$ cat src/rtl/core/fpa_pkg.sv
// Package: operation codes and pipeline word types for the fixed-point ALU.
`timescale 1ns / 1ps
`default_nettype none
package fpa_pkg;

  localparam int OUT_BITS = 32;

  typedef enum logic [3:0] {
    OP_ADD      = 4'd0,
    OP_SUB      = 4'd1,
    OP_MUL      = 4'd2,
    OP_DIV      = 4'd3,
    OP_GT       = 4'd4,
    OP_LT       = 4'd5,
    OP_GE       = 4'd6,
    OP_LE       = 4'd7,
    OP_EQ       = 4'd8,
    OP_NE       = 4'd9,
    OP_MIN      = 4'd10,
    OP_MAX      = 4'd11,
    OP_INC      = 4'd12,
    OP_DEC      = 4'd13,
    OP_TO_INT   = 4'd14,
    OP_FROM_INT = 4'd15
  } op_t;

  typedef struct packed {
    logic [OUT_BITS-1:0] result;
    logic                cmp;
  } alu_out_t;

  typedef struct packed {
    logic                valid;
    op_t                 op;
    logic [OUT_BITS-1:0] result;
    logic                cmp;
  } pipe_t;

endpackage
`default_nettype wire

$ cat src/rtl/core/fpa_mul.sv
// Two-stage fixed-point multiplier: full product, then scale and wrap.
`timescale 1ns / 1ps
`default_nettype none
module fpa_mul #(
  parameter int WORD_BITS     = 32,
  parameter int FRACTION_BITS = 8
) (
  input  wire logic                               clk,
  input  wire logic signed [WORD_BITS-1:0]        a,
  input  wire logic signed [WORD_BITS-1:0]        b,
  output logic         [fpa_pkg::OUT_BITS-1:0]    prod_out_r
);

  logic signed [2*WORD_BITS-1:0] prod_r;
  logic signed [2*WORD_BITS-1:0] prod_sh;
  logic signed [WORD_BITS-1:0]   prod_w;

  always_comb begin
    prod_sh = prod_r >>> FRACTION_BITS;
    prod_w  = prod_sh[WORD_BITS-1:0];
  end

  always_ff @(posedge clk) begin
    prod_r     <= (2*WORD_BITS)'(a) * (2*WORD_BITS)'(b);
    prod_out_r <= fpa_pkg::OUT_BITS'(prod_w);
  end

endmodule
`default_nettype wire

$ cat config.mk
export PLATFORM = sky130hd
export DESIGN_NAME = fpa_mul
export DESIGN_NICKNAME = d
export VERILOG_FILES = /design/src/rtl/core/fpa_pkg.sv /design/src/rtl/core/fpa_mul.sv
export SDC_FILE = /design/constraint.sdc
export NUM_CORES = 2
export LEC_CHECK = 0
export BUFFER_PORTS_ARGS = -buffer_cell sky130_fd_sc_hd__buf_2
export CAP_MARGIN = 20
export CORE_UTILIZATION = 35
export DETAILED_ROUTE_END_ITERATION = 7
export GPL_ROUTABILITY_DRIVEN = 0
export SYNTH_ARGS = -nofsm -noshare
export SYNTH_HDL_FRONTEND = slang
export SYNTH_SLANG_ARGS = --single-unit
$ cat constraint.sdc
create_clock -name clk -period 9.5 [get_ports clk]
set_input_delay 1.9 -clock clk [delete_from_list [all_inputs] [get_ports clk]]
set_output_delay 1.9 -clock clk [all_outputs]
set_load 0.005 [all_outputs]
# == Yosys cells after proc, flatten, opt, wreduce, memory -nomap -nowiden ==
# Index checks and enable logic that the tools add are counted.
# classes
n_lt_le_gt_ge,0
n_eq_ne,0
n_addsub,0
n_div,0
bitwise_logic,0
mul,1
muxes,0
n_shift,0
n_reduce_logical,0
# ops
op,count
$mul A32 B32 Y40,1
# word_totals
ramBits,0
n_memories,0
output_inout_bits,32
reg_bits,72
mem_bits_ro,0
latchBits,0
inputBits,65

# == Logic depth before layout (Yosys ltp) ==
# depth
ltp_word,1
ltp_mapped,28

# == Worst setup path after synthesis ==
# OpenSTA, ideal clock, no wires.
# synth_timing
path_type,input to register
start,input port a[20]
end,register prod_r[38]
path_slack_ps,1227
cell_stages,20
setup_time_ps,125
t_arrival_ps,8149
cell_sequence,clkbuf_1 > clkbuf_1 > nand2_1 > fa_1 > fa_1 > fa_1 > fa_1 > inv_1 > fa_1 > fa_1 > fa_1 > fa_1 > ha_1 > and3_1 > a2111oi_0 > a21oi_1 > nor2_1 > o21ai_0 > a211oi_1 > nor2_1
# synth_between
elab_chain_cells,1
# synth_lines
element,line,source
from (decl),fpa_mul.sv:9,"input wire logic signed [WORD_BITS-1:0] a,"
$mul A32 B32 Y40,fpa_mul.sv:24,prod_r <= (2*WORD_BITS)'(a) * (2*WORD_BITS)'(b);
to (signal assigned),fpa_mul.sv:24,
to (decl),fpa_mul.sv:14,logic signed [2*WORD_BITS-1:0] prod_r;
# No other way between the ends.

# == Final worst setup path ==
# layout_timing
start,input port b[3]
end,register prod_r[38]
# layout_between
elab_chain_cells,1
# layout_lines
element,line,source
from (decl),fpa_mul.sv:10,"input wire logic signed [WORD_BITS-1:0] b,"
$mul A32 B32 Y40,fpa_mul.sv:24,
# No other way between the ends.

==> impl_metrics.toml <==
[global_route]
grt_pass1_wl_um = 108000
number_of_antenna_violations_at_the_first_check_in_global_routing = 9
maximum_number_of_pins_on_one_net_before_global_route_repair = 33
globalRouteTotalUtil_pct = 20.2
grt_remaining_overflow = 0
grt_pass1_vias = 18800

[setup_path]
critPathMostFrequentCell = "fa_1"
slowest_cell_on_the_critical_path = "a2111oi_0"
setup.worst_path.class = "primary input to flip-flop"
worst_setup_path_startpoint = "b[3]"
rr_endpoint = "prod_out_r[23]"
rrSetupSlack_ns = 9.03
rr_worst_depth = 0
worst_r2r_startpoint = "prod_r[31]"
worst_path_largest_cell_delay_ns = 0.58
worst_ep_required_time_ns = 9.71
crit_path_start_kind = "primary input"
end_kind = "flip-flop"
worstSetupEndpoint = "prod_r[38]"
path_cells = "buf_2 -> buf_4 -> and2_1 -> fa_1 -> fa_1 -> inv_1 -> fa_1 -> fa_1 -> inv_1 -> fa_1 -> fa_1 -> fa_1 -> fa_1 -> ha_1 -> and3_1 -> a2111oi_0 -> a21oi_1 -> nor2_1 -> o21ai_0 -> a211oi_1 -> nor2_1"
worstPathArrival_ns = 9.10
worst-path-max-fanout = 20

[sta]
setup_ws_ns = 0.613
timing.final.setup_violations = 0
hold_viol = 0
finalCriticalPeriod_ns = 8.89
slew_viol_final = 0
fmaxAchievable_mhz = 113
totalNegativeSetupSlack_ns = 0
min_period_over_period_pct = 93.6
fin_skew_ns = 0.00461
setup_repair_after_global_routing_missed_its_margin = "false"
relSlewSlack_pct = 44.0
worstMarginPinSlew_ns = 0.840

[placed_design]
port_buffers = 96
detailedPlace.worstSlack_ns = 0.390
dpl.hpwl_um = 55200

[clock_tree]
clk_path_buf_depth = 2
clk-insertion-delay-late_ns = 0.34
cts_hold_buffers = 0
cts.clk_slew.worst_paths_ns = 0.06
clk_root_buffer_cell = "clkbuf_16"
post-cts-setup-buffers = 0
cts-htree-levels = 3
postCtsResizedCells = 0
numCtsBuffers = 9
cts_sinks = 64
cts_tree = "done"

[logic_synthesis]
seq_area_frac_synth_pct = 5.19
post_synth_num_cell_types = 46
synth.yosys.warnings = 0
cell_area_after_synthesis_mm2 = 0.0247
syn_inst = 2669
syn_nets = 3531
syn_avg_cell_area_um2 = 9.26
synth_seq_cells = 64

[routing]
vias_after_detailed_routing = 16900
antenna_left = 0
drt_iter0_markers = 841
drt_wl_total_um = 67900
via_per_inst = 4.66
drc = 4
drtPass1Iterations = 8
wl_per_cell_um = 18.7

[floorplan]
die-width_um = 268
initial_utilization_pct = 35.3
dieHeight_um = 268
fp.coreArea_mm2 = 0.0699
dieArea_mm2 = 0.0716
placement_rows = 97
io-pin-count = 97

[run_status]
status = "finished, violations left"
failed_checks = "design-rule violations"

[flow_run]
max_cap_viol_count = 0

[layout]
utilization_pct = 37.8
drive_above_1_share_pct = 5.71
signed_area_change_from_the_synthesized_netlist_to_the_final_layout_pct = 7.11
final_nets = 3537

[min_path]
min-delay-path-class = "flip-flop to flip-flop"
[metal layers]
| metal | global-route usage [%] | up-vias | routed length (um) |
|---|---|---|---|
| li1 | - | 7510 | - |
| met1 | 27.5 | 8890 | 30200 |
| met2 | 33.6 | 417 | 32600 |
| met3 | 2.30 | 76 | 3150 |
| met4 | 6.12 | 4 | 1890 |
| met5 | 0 | - | 29 |
[layout by cell type (no fill, tap or decap), types with 3 or more instances in the layout]
cell type / instances
nand2_1: 319
nand3_1: 5
a211oi_1: 6
a21o_1: 8
o21ai_0: 13
and2_1: 436
nor2b_1: 4
o21ai_1: 3
nor2_1: 26
o211ai_1: 3
xnor2_1: 59
dfxtp_1: 64
o21a_1: 4
nor3_1: 10
inv_1: 698
ha_1: 155
buf_2: 96
o21bai_1: 6
a21oi_1: 21
xor2_1: 20
nand2b_1: 6
diode_2: 4
fa_1: 642
clkbuf_16: 9
buf_4: 30
[sequential cells by signal, summed over array words and instances, names as in the netlist]
register and cells:
prod_out_r 32, prod_r 32
[worst max-delay path: cells and delay by family]
kind / cells / cell delay (ns)
compound gates: 4 / 1.25
fa+ha+maj: 9 / 4.28
buf+inv: 4 / 0.86
simple gates: 4 / 0.80
[metrics by stage]
step           hold WS [ns]  cells  area, um^2
2_1_floorplan         0.310   2669       24700
3_3_place_gp          0.313   3604       26100
3_5_place_dp          0.312   3604       26100
4_1_cts               0.324   3620       26400
5_1_grt               0.332   3623       26500
6_report              0.325   3624       26500
[cell type report]
cell class / count / area (um^2)
inverters: 698 / 2620
repair buffers: 128 / 746
multi-input cells: 1774 / 20300
clock buffers: 10 / 239
well taps: 940 / 1180
fillers: 7240 / 43400
diodes: 4 / 10.0
clock inverters: 6 / 91.3
flip-flops and latches: 64 / 1280
[Yosys cell counts, drive strengths merged]
| cell type | count | area (um^2) |
|---|---|---|
| a2111oi | 3 | 45.1 |
| a211oi | 6 | 45.0 |
| a21bo | 1 | 10.0 |
| a21boi | 1 | 11.3 |
| a21o | 8 | 60.1 |
| a21oi | 22 | 114 |
| a221oi | 1 | 15.0 |
| a22oi | 1 | 7.51 |
| a41oi | 2 | 17.5 |
| and2 | 436 | 2730 |
| and3 | 1 | 6.26 |
| and4 | 1 | 8.76 |
| buf | 4 | 20.0 |
| clkbuf | 129 | 485 |
| dfxtp | 64 | 1280 |
| fa | 642 | 12900 |
| ha | 155 | 1940 |
| inv | 698 | 2620 |
| nand2 | 319 | 1200 |
| nand2b | 6 | 37.5 |
| nand3 | 5 | 25.0 |
| nand4 | 1 | 6.26 |
| nand4b | 2 | 17.5 |
| nor2 | 26 | 97.6 |
| nor2b | 4 | 25.0 |
| nor3 | 10 | 50.1 |
| nor4b | 1 | 8.76 |
| o2111a | 1 | 12.5 |
| o211a | 1 | 10.0 |
| o211ai | 3 | 22.5 |
| o21a | 4 | 30.0 |
| o21ai | 18 | 97.6 |
| o21bai | 6 | 45.0 |
| o22ai | 1 | 6.26 |
| o311a | 1 | 10.0 |
| o31a | 2 | 17.5 |
| o31ai | 2 | 15.0 |
| or2 | 1 | 6.26 |
| or3 | 1 | 6.26 |
| xnor2 | 59 | 517 |
| xor2 | 20 | 175 |
[cell families after synthesis]
family	count (synthesis)	synth area share [%]
xor+xnor	79	2.80
fa+ha+maj	797	59.9
buf+inv	831	12.7
simple gates	814	17.1
flops	64	5.19
compound gates	84	2.40
[how the worst min path moves through the flow]
stage                          end  cells after the start        from  slack [ns]
floorplan            prod_out_r[0]                      0   prod_r[8]        0.31
global placement    prod_out_r[22]                      0  prod_r[30]        0.31
detailed placement  prod_out_r[11]                      0  prod_r[19]        0.31
CTS                 prod_out_r[11]                      0  prod_r[19]        0.32
global route        prod_out_r[19]                      0  prod_r[27]        0.33
finish              prod_out_r[11]                      0  prod_r[19]        0.33
Power is left out: the tool's default activity adds up to more than one toggle a clock period on the data nets, which glitch-free logic cannot reach.
