[config.mk]
export PLATFORM = sky130hd
export DESIGN_NAME = fpa_alu
export DESIGN_NICKNAME = d
export VERILOG_FILES = /design/src/rtl/core/fpa_pkg.sv /design/src/rtl/core/fpa_alu.sv
export SDC_FILE = /design/constraint.sdc
export NUM_CORES = 1
export LEC_CHECK = 0
export BUFFER_PORTS_ARGS = -buffer_cell sky130_fd_sc_hd__buf_2
export CORE_MARGIN = 2
export CORE_UTILIZATION = 25
export DETAILED_ROUTE_END_ITERATION = 12
export PLACE_DENSITY_LB_ADDON = 0.08
export SLEW_MARGIN = 20
export SYNTH_ARGS = -nofsm -noshare
export SYNTH_HDL_FRONTEND = slang
export SYNTH_SLANG_ARGS = --single-unit
[constraint.sdc]
create_clock -name clk -period 3.7 [get_ports clk]
set_input_delay 0.185 -clock clk [delete_from_list [all_inputs] [get_ports clk]]
set_output_delay 0.185 -clock clk [all_outputs]
set_load 0.005 [all_outputs]
[src/rtl/core/fpa_pkg.sv]
// Package: operation codes and pipeline word types for the fixed-point ALU.
`timescale 1ns / 1ps
`default_nettype none
package fpa_pkg;

  localparam int OUT_BITS = 32;

  typedef enum logic [3:0] {
    OP_ADD      = 4'd0,
    OP_SUB      = 4'd1,
    OP_MUL      = 4'd2,
    OP_DIV      = 4'd3,
    OP_GT       = 4'd4,
    OP_LT       = 4'd5,
    OP_GE       = 4'd6,
    OP_LE       = 4'd7,
    OP_EQ       = 4'd8,
    OP_NE       = 4'd9,
    OP_MIN      = 4'd10,
    OP_MAX      = 4'd11,
    OP_INC      = 4'd12,
    OP_DEC      = 4'd13,
    OP_TO_INT   = 4'd14,
    OP_FROM_INT = 4'd15
  } op_t;

  typedef struct packed {
    logic [OUT_BITS-1:0] result;
    logic                cmp;
  } alu_out_t;

  typedef struct packed {
    logic                valid;
    op_t                 op;
    logic [OUT_BITS-1:0] result;
    logic                cmp;
  } pipe_t;

endpackage
`default_nettype wire

[src/rtl/core/fpa_alu.sv]
// Registered unit for add, sub, compare, min/max, inc/dec and shifts.
`timescale 1ns / 1ps
`default_nettype none
module fpa_alu #(
  parameter int WORD_BITS     = 32,
  parameter int FRACTION_BITS = 8
) (
  input  wire logic                        clk,
  input  wire fpa_pkg::op_t                op,
  input  wire logic signed [WORD_BITS-1:0] a,
  input  wire logic signed [WORD_BITS-1:0] b,
  output fpa_pkg::alu_out_t                alu_out_r
);

  logic signed [WORD_BITS-1:0] res;
  logic                        cmp;
  fpa_pkg::alu_out_t           alu_out_nxt;

  always_comb begin
    res = '0;
    cmp = 1'b0;
    unique case (op)
      fpa_pkg::OP_ADD:      res = a + b;
      fpa_pkg::OP_SUB:      res = a - b;
      fpa_pkg::OP_GT:       cmp = (a > b);
      fpa_pkg::OP_LT:       cmp = (a < b);
      fpa_pkg::OP_GE:       cmp = (a >= b);
      fpa_pkg::OP_LE:       cmp = (a <= b);
      fpa_pkg::OP_EQ:       cmp = (a == b);
      fpa_pkg::OP_NE:       cmp = (a != b);
      fpa_pkg::OP_MIN:      res = (a < b) ? a : b;
      fpa_pkg::OP_MAX:      res = (a > b) ? a : b;
      fpa_pkg::OP_INC:      res = a + WORD_BITS'(1);
      fpa_pkg::OP_DEC:      res = a - WORD_BITS'(1);
      fpa_pkg::OP_TO_INT:   res = a >>> FRACTION_BITS;
      fpa_pkg::OP_FROM_INT: res = a <<< FRACTION_BITS;
      default:              res = '0;
    endcase
    alu_out_nxt.result = fpa_pkg::OUT_BITS'(res);
    alu_out_nxt.cmp    = cmp;
  end

  always_ff @(posedge clk) begin
    alu_out_r <= alu_out_nxt;
  end

endmodule
`default_nettype wire

======== Word-level counts from Yosys, hierarchy flattened ========
Index checks and enable logic that the tools add are counted.
cells by class
  $lt $le $gt $ge ......................... 4
  equal/unequal tests ..................... 15
  multiplexer cells ....................... 4
  reduce and logical (&&, ||, !) cells .... 1
  $add $sub $neg .......................... 4
operator list
  cell                                                                   number
  32-bit case mux with 8 select lines                                    1
  32-bit 2-to-1 mux                                                      2
  32-bit by 2-bit adder with 32-bit output (second input constant)       1
  32-bit adder                                                           1
  32-bit == test                                                         1
  4-bit == test (second input constant)                                  8
  32-bit greater-or-equal comparator                                     1
  32-bit greater-than comparator                                         1
  32-bit less-or-equal comparator                                        1
  32-bit < comparator                                                    1
  32-bit inequality test                                                 1
  32-bit by 2-bit subtractor with 32-bit output (second input constant)  1
  32-bit subtractor                                                      1
  4-bit by 3-bit == test with 1-bit output (second input constant)       4
  1-bit case mux with 6 select lines                                     1
  4-bit by 1-bit == test with 1-bit output (second input constant)       1
  4-bit logical NOT                                                      1
storage, ports and cells
  flip-flop bits (word level) ............. 33
  logic and storage cells ................. 30
  output and inout bits ................... 33

======== Longest topological paths before layout ========
  depth after elaboration ................. 3
  depth in mapped cells ................... 19

======== Worst setup path before layout ========
No wires, ideal clock.
  path type ............................... input to register
  start ................................... input port b[2]
  end ..................................... register alu_out_r[30] (netlist bit)
  data required time ...................... 3.580 ns
  path buffers ............................ 1
  slack ................................... -0.275 ns
  cell stages on the path ................. 17
  arrival ................................. 3.856 ns
  library setup time ...................... 0.120 ns
  path through ............................ nor4_2 nand4_1 or3_2 clkbuf_1 nor4_1 xnor2_1 o21ai_0 ha_1 a21o_1 a21o_1 a21o_1 a21o_1 a211oi_1 o21ai_0 a221oi_1 nand3_1 a211o_1
between the ends
  longest elaborated chain between the ends .. 3
  elaborated cells on any way between the ends .. 7
  those cells by class .................... 2 x add/sub; 2 x order compare; 3 x mux
RTL lines
  element                                                                RTL line                      source
  from (decl)                                                            fpa_alu.sv:11                 input wire logic signed [WORD_BITS-1:0] b,
  32-bit greater-than comparator or 32-bit < comparator (tied branches)  fpa_alu.sv:32, fpa_alu.sv:31
  32-bit 2-to-1 mux (on tied branches)                                   fpa_alu.sv:32, fpa_alu.sv:31
  32-bit case mux with 8 select lines *                                  fpa_alu.sv:22                 unique case (op)
  via res[29]                                                            fpa_alu.sv:15                 logic signed [WORD_BITS-1:0] res;
  to (signal assigned)                                                   fpa_alu.sv:44                 alu_out_r <= alu_out_nxt;
  to (decl)                                                              fpa_alu.sv:12                 output fpa_pkg::alu_out_t alu_out_r
The timed path passes the listed nets; every way through them passes the cells marked *.

======== Worst setup path in the final report ========
  start ................................... input port b[4]
  end ..................................... register alu_out_r[30] (netlist bit)
Same word-level chain as after synthesis.

==> metrics.md <==
| Metric | Value |
|---|---|
| Outcome | complete, no violations |
| Max-slew headroom | 0.391 |
| Layout cells sized above 1 | 0.290 |
| Mean Syn Cell Area | between 7 and 8 um^2 |
| Max-slew violation count | 0 |
| Critical path's largest stage delay | ~0.50 ns |
| Top FF cell, synth | dfxtp_1 |
| Total of max-cap violations | 0 |
| RSZ-0062 raised after global routing | true |
| Worst path arrival time | around 3.9 ns |
| Cells along the critical path | buf_8, nor4_4, nand4_1, or3_4, nor3_4, buf_4, nand4_1, xnor2_1, o21ai_1, ha_1, buf_6, a21o_1, a21o_1, a211oi_2, o21ai_2, a221oi_2, nand3_1, a211o_1 |
| Crit end category | register |
| DRC violations left | 0 |
| Final setup viols | 0 |
| H-tree levels | 2 |
| Syn_nets | roughly 970 |
| Crit path required time | just under 4 ns |
| Hold Buf Count CTS | 0 |
| Area added between synthesis and finish | 34.2% |
| Adder-cell share of the synthesized area | 0.137 |
| Leading post-synthesis cells by cell area | ha_1, dfxtp_1, xnor2_1 |
| Starting Density | 0.254 |
| First-pass GRT wire length | around 44000 um |
| Chip height | 161 um |
| Clock root buffer | clkbuf_16 |
| Netlist cell types | 79 |
| Mux cell area share after synthesis | 0.0423 |
| Ys Warns | 0 |
| GRT Total Usage | 0.225 |
| DP HPWL | 24200 um |
| Final worst path period share | 0.991 |
| Post-Syn Area | 6160 um^2 |
| GRT overflow | 0 |
| Hold crit path type | input pin to register |
| Antenna violations before repair | 0 |
| CP max FO | 8 |
| Slowest CP cell | or3_4 |
| Worst vdd ir | roughly 140 uV |
| Nets | 1178 |
| CTS Sinks | 33 |
| CP Class | input pin to register |
| Vias in the first global route | around 7300 |
| Finished Core Util | 0.341 |
| Antenna Nets Post-Route | 0 |
| Largest net degree at the start of global routing | 28 |
| Pwr dens | around 270 nW/um^2 |
| Worst slew pin tran | 0.913 ns |
| Sequential fraction of the synthesis area | 0.107 |
| Share of flip-flops with an asynchronous set or reset | 0 |
| Tmin final | 3.67 ns |
| Total negative slack | 0 ns |
| Clk buf depth | 2 |
| Port Buffers | a little over 100 |
| Core area | about 24000 um^2 |
| Avg WL per Cell | 21.7 um |
| TritonCTS clock tree | built |
| Die area | approximately 26000 um^2 |
| Area leader, netlist | ha_1 |
| Total number of vias | between 7000 and 8000 |
| XOR/XNOR Fraction of Synth Area | 0.112 |
| Largest regs | alu_out_r: 33 flops |
| Final GP Congestion | roughly 0.87 |
| Synth Area in Simple Gates | 0.202 |
| Post-synthesis register bit count | 33 |
| TritonRoute pass-1 iters | 8 |
| CP endpoint | alu_out_r[30]$_DFF_P_ |
| Core Rows | between 50 and 60 |
| Routed WL | between 20000 and 30000 um |
| Die Wd | 161 um |
| Diodes inserted | 0 |
| Leakage | ~4 nW |
| Largest family of logic cells by synthesized area | compound AO/OA/AOI/OAI gates |
| Post-synthesis compound-gate area fraction | 0.340 |
| Max reg flops | 33 |
| Initial DRC count | 513 |
| Cell count after synthesis | ~830 |
| Setup crit start | b[4] |
| Synth top area share | 0.130 |
| Max Fclk | roughly 0.27 GHz |
| Routed vias/inst | between 5 and 6 |
| TritonCTS Buffers | 5 |
| Post-synth EDFFs | 0 |
| Hold Vio Cnt, Final | 0 |
| Largest Register | alu_out_r |
| Reg clk slew, reported paths | about 0.06 ns |
| Crit path launch type | input pin |
| IO Pins | around 100 |
worst min-delay path by stage:
stage	cells after the start	endpoint	from	slack [ns]
floorplan	1	alu_out_r[21]$_DFF_P_	b[20]	0.29
CTS	2	alu_out_r[30]$_DFF_P_	b[29]	0.20
global route	2	alu_out_r[30]$_DFF_P_	b[29]	0.21
finish	2	alu_out_r[30]$_DFF_P_	b[29]	0.21
global placement	2	alu_out_r[30]$_DFF_P_	b[29]	0.51
detailed placement	2	alu_out_r[30]$_DFF_P_	b[29]	0.50
metal layers:
layer  global-route usage  wire, um
met2                0.390     14400
met3               0.0315      1550
met1                0.295     13300
met5                    0         0
met4               0.0495       412
synthesized netlist by cell type, drive strengths merged (9+ instances only):
library cell / n
xor2: 28
a21oi: 59
nand4: 13
ha: 64
o211ai: 14
a222oi: 14
nand2b: 10
o221ai: 13
a21o: 47
nand3: 27
nor3: 17
clkbuf: 31
nand2: 44
and3: 9
xnor2: 51
nor2: 54
inv: 51
mux2i: 26
a31oi: 9
o21ai: 80
and2: 10
dfxtp: 33
logic make-up (layout without fill, tap and decap cells):
family                   after synthesis  after routing
AO/OA/AOI/OAI                        308            308
XOR/XNOR                              79             79
multiplexers                          26             26
AND/OR/NAND/NOR                      232            232
buffers and inverters                 89            300
flip-flops                            33             33
adder cells (fa/ha/maj)               66             66
placed cells by master, fill, tap and decap left out, types with 5 or more instances in the layout:
| master | synthesis | layout |
|---|---|---|
| a211o_1 | 7 | 7 |
| a211oi_1 | 7 | 6 |
| a21o_1 | 47 | 47 |
| a21oi_1 | 58 | 54 |
| a21oi_2 | 1 | 5 |
| a222oi_1 | 14 | 14 |
| a22oi_1 | 6 | 6 |
| a31oi_1 | 8 | 8 |
| and2_1 | 10 | 9 |
| and3_1 | 9 | 9 |
| buf_2 | 1 | 99 |
| buf_4 | 2 | 139 |
| clkbuf_16 | 0 | 5 |
| dfxtp_1 | 33 | 33 |
| ha_1 | 64 | 63 |
| inv_1 | 51 | 51 |
| mux2i_1 | 26 | 26 |
| nand2_1 | 43 | 43 |
| nand2b_1 | 9 | 9 |
| nand3_1 | 26 | 26 |
| nand3b_1 | 6 | 6 |
| nand4_1 | 13 | 13 |
| nor2_1 | 54 | 50 |
| nor2b_1 | 5 | 5 |
| nor3_1 | 17 | 14 |
| o211ai_1 | 13 | 13 |
| o21a_1 | 8 | 8 |
| o21ai_0 | 74 | 65 |
| o21ai_1 | 4 | 11 |
| o221ai_1 | 13 | 13 |
| or2_2 | 7 | 7 |
| xnor2_1 | 51 | 49 |
| xor2_1 | 28 | 28 |
through the flow:
step | cells | hold WS, ns | worst slack, ns | area, um^2 | total power [mW]
2_1_floorplan | 833 | 0.295 | 0.0250 | 6220 | 1.18
3_3_place_gp | 1354 | 0.510 | -0.240 | 7960 | 1.78
3_5_place_dp | 1354 | 0.503 | -0.296 | 7960 | 1.76
4_1_cts | 1362 | 0.198 | 0.0101 | 8100 | 2.24
5_1_grt | 1368 | 0.206 | -0.134 | 8260 | 2.40
6_report | 1368 | 0.207 | 0.0321 | 8260 | 2.25
power breakdown:
| part | internal (mW) | switching [mW] | total [mW] |
|---|---|---|---|
| sequential | 0.407 | 0.0131 | 0.420 |
| combinational | 0.608 | 0.765 | 1.37 |
| clock | 0.248 | 0.213 | 0.461 |
area by class of cell:
| type | count | area [um^2] |
|---|---|---|
| Multi-Input combinational cell | 711 | 5290 |
| Clock inverter | 3 | 17.5 |
| Inverter | 51 | 191 |
| Timing Repair Buffer | 241 | 1580 |
| Fill cell | 2708 | 16000 |
| Clock buffer | 5 | 125 |
| Tap cell | 324 | 405 |
| Sequential cell | 33 | 661 |
timing repair:
item                                    in CTS  in global routing
buffers inserted                             0                  6
endpoints found under the setup margin       0                  8
gates resized for setup                      0                 35
critical path, delay by kind of cell:
kind	cells	cell delay (ns)
fa+ha+maj	1	0.32
compound gates	7	1.37
buf+inv	3	0.36
xor+xnor	1	0.17
simple gates	6	1.43
Power figures use the tool's default switching activity.
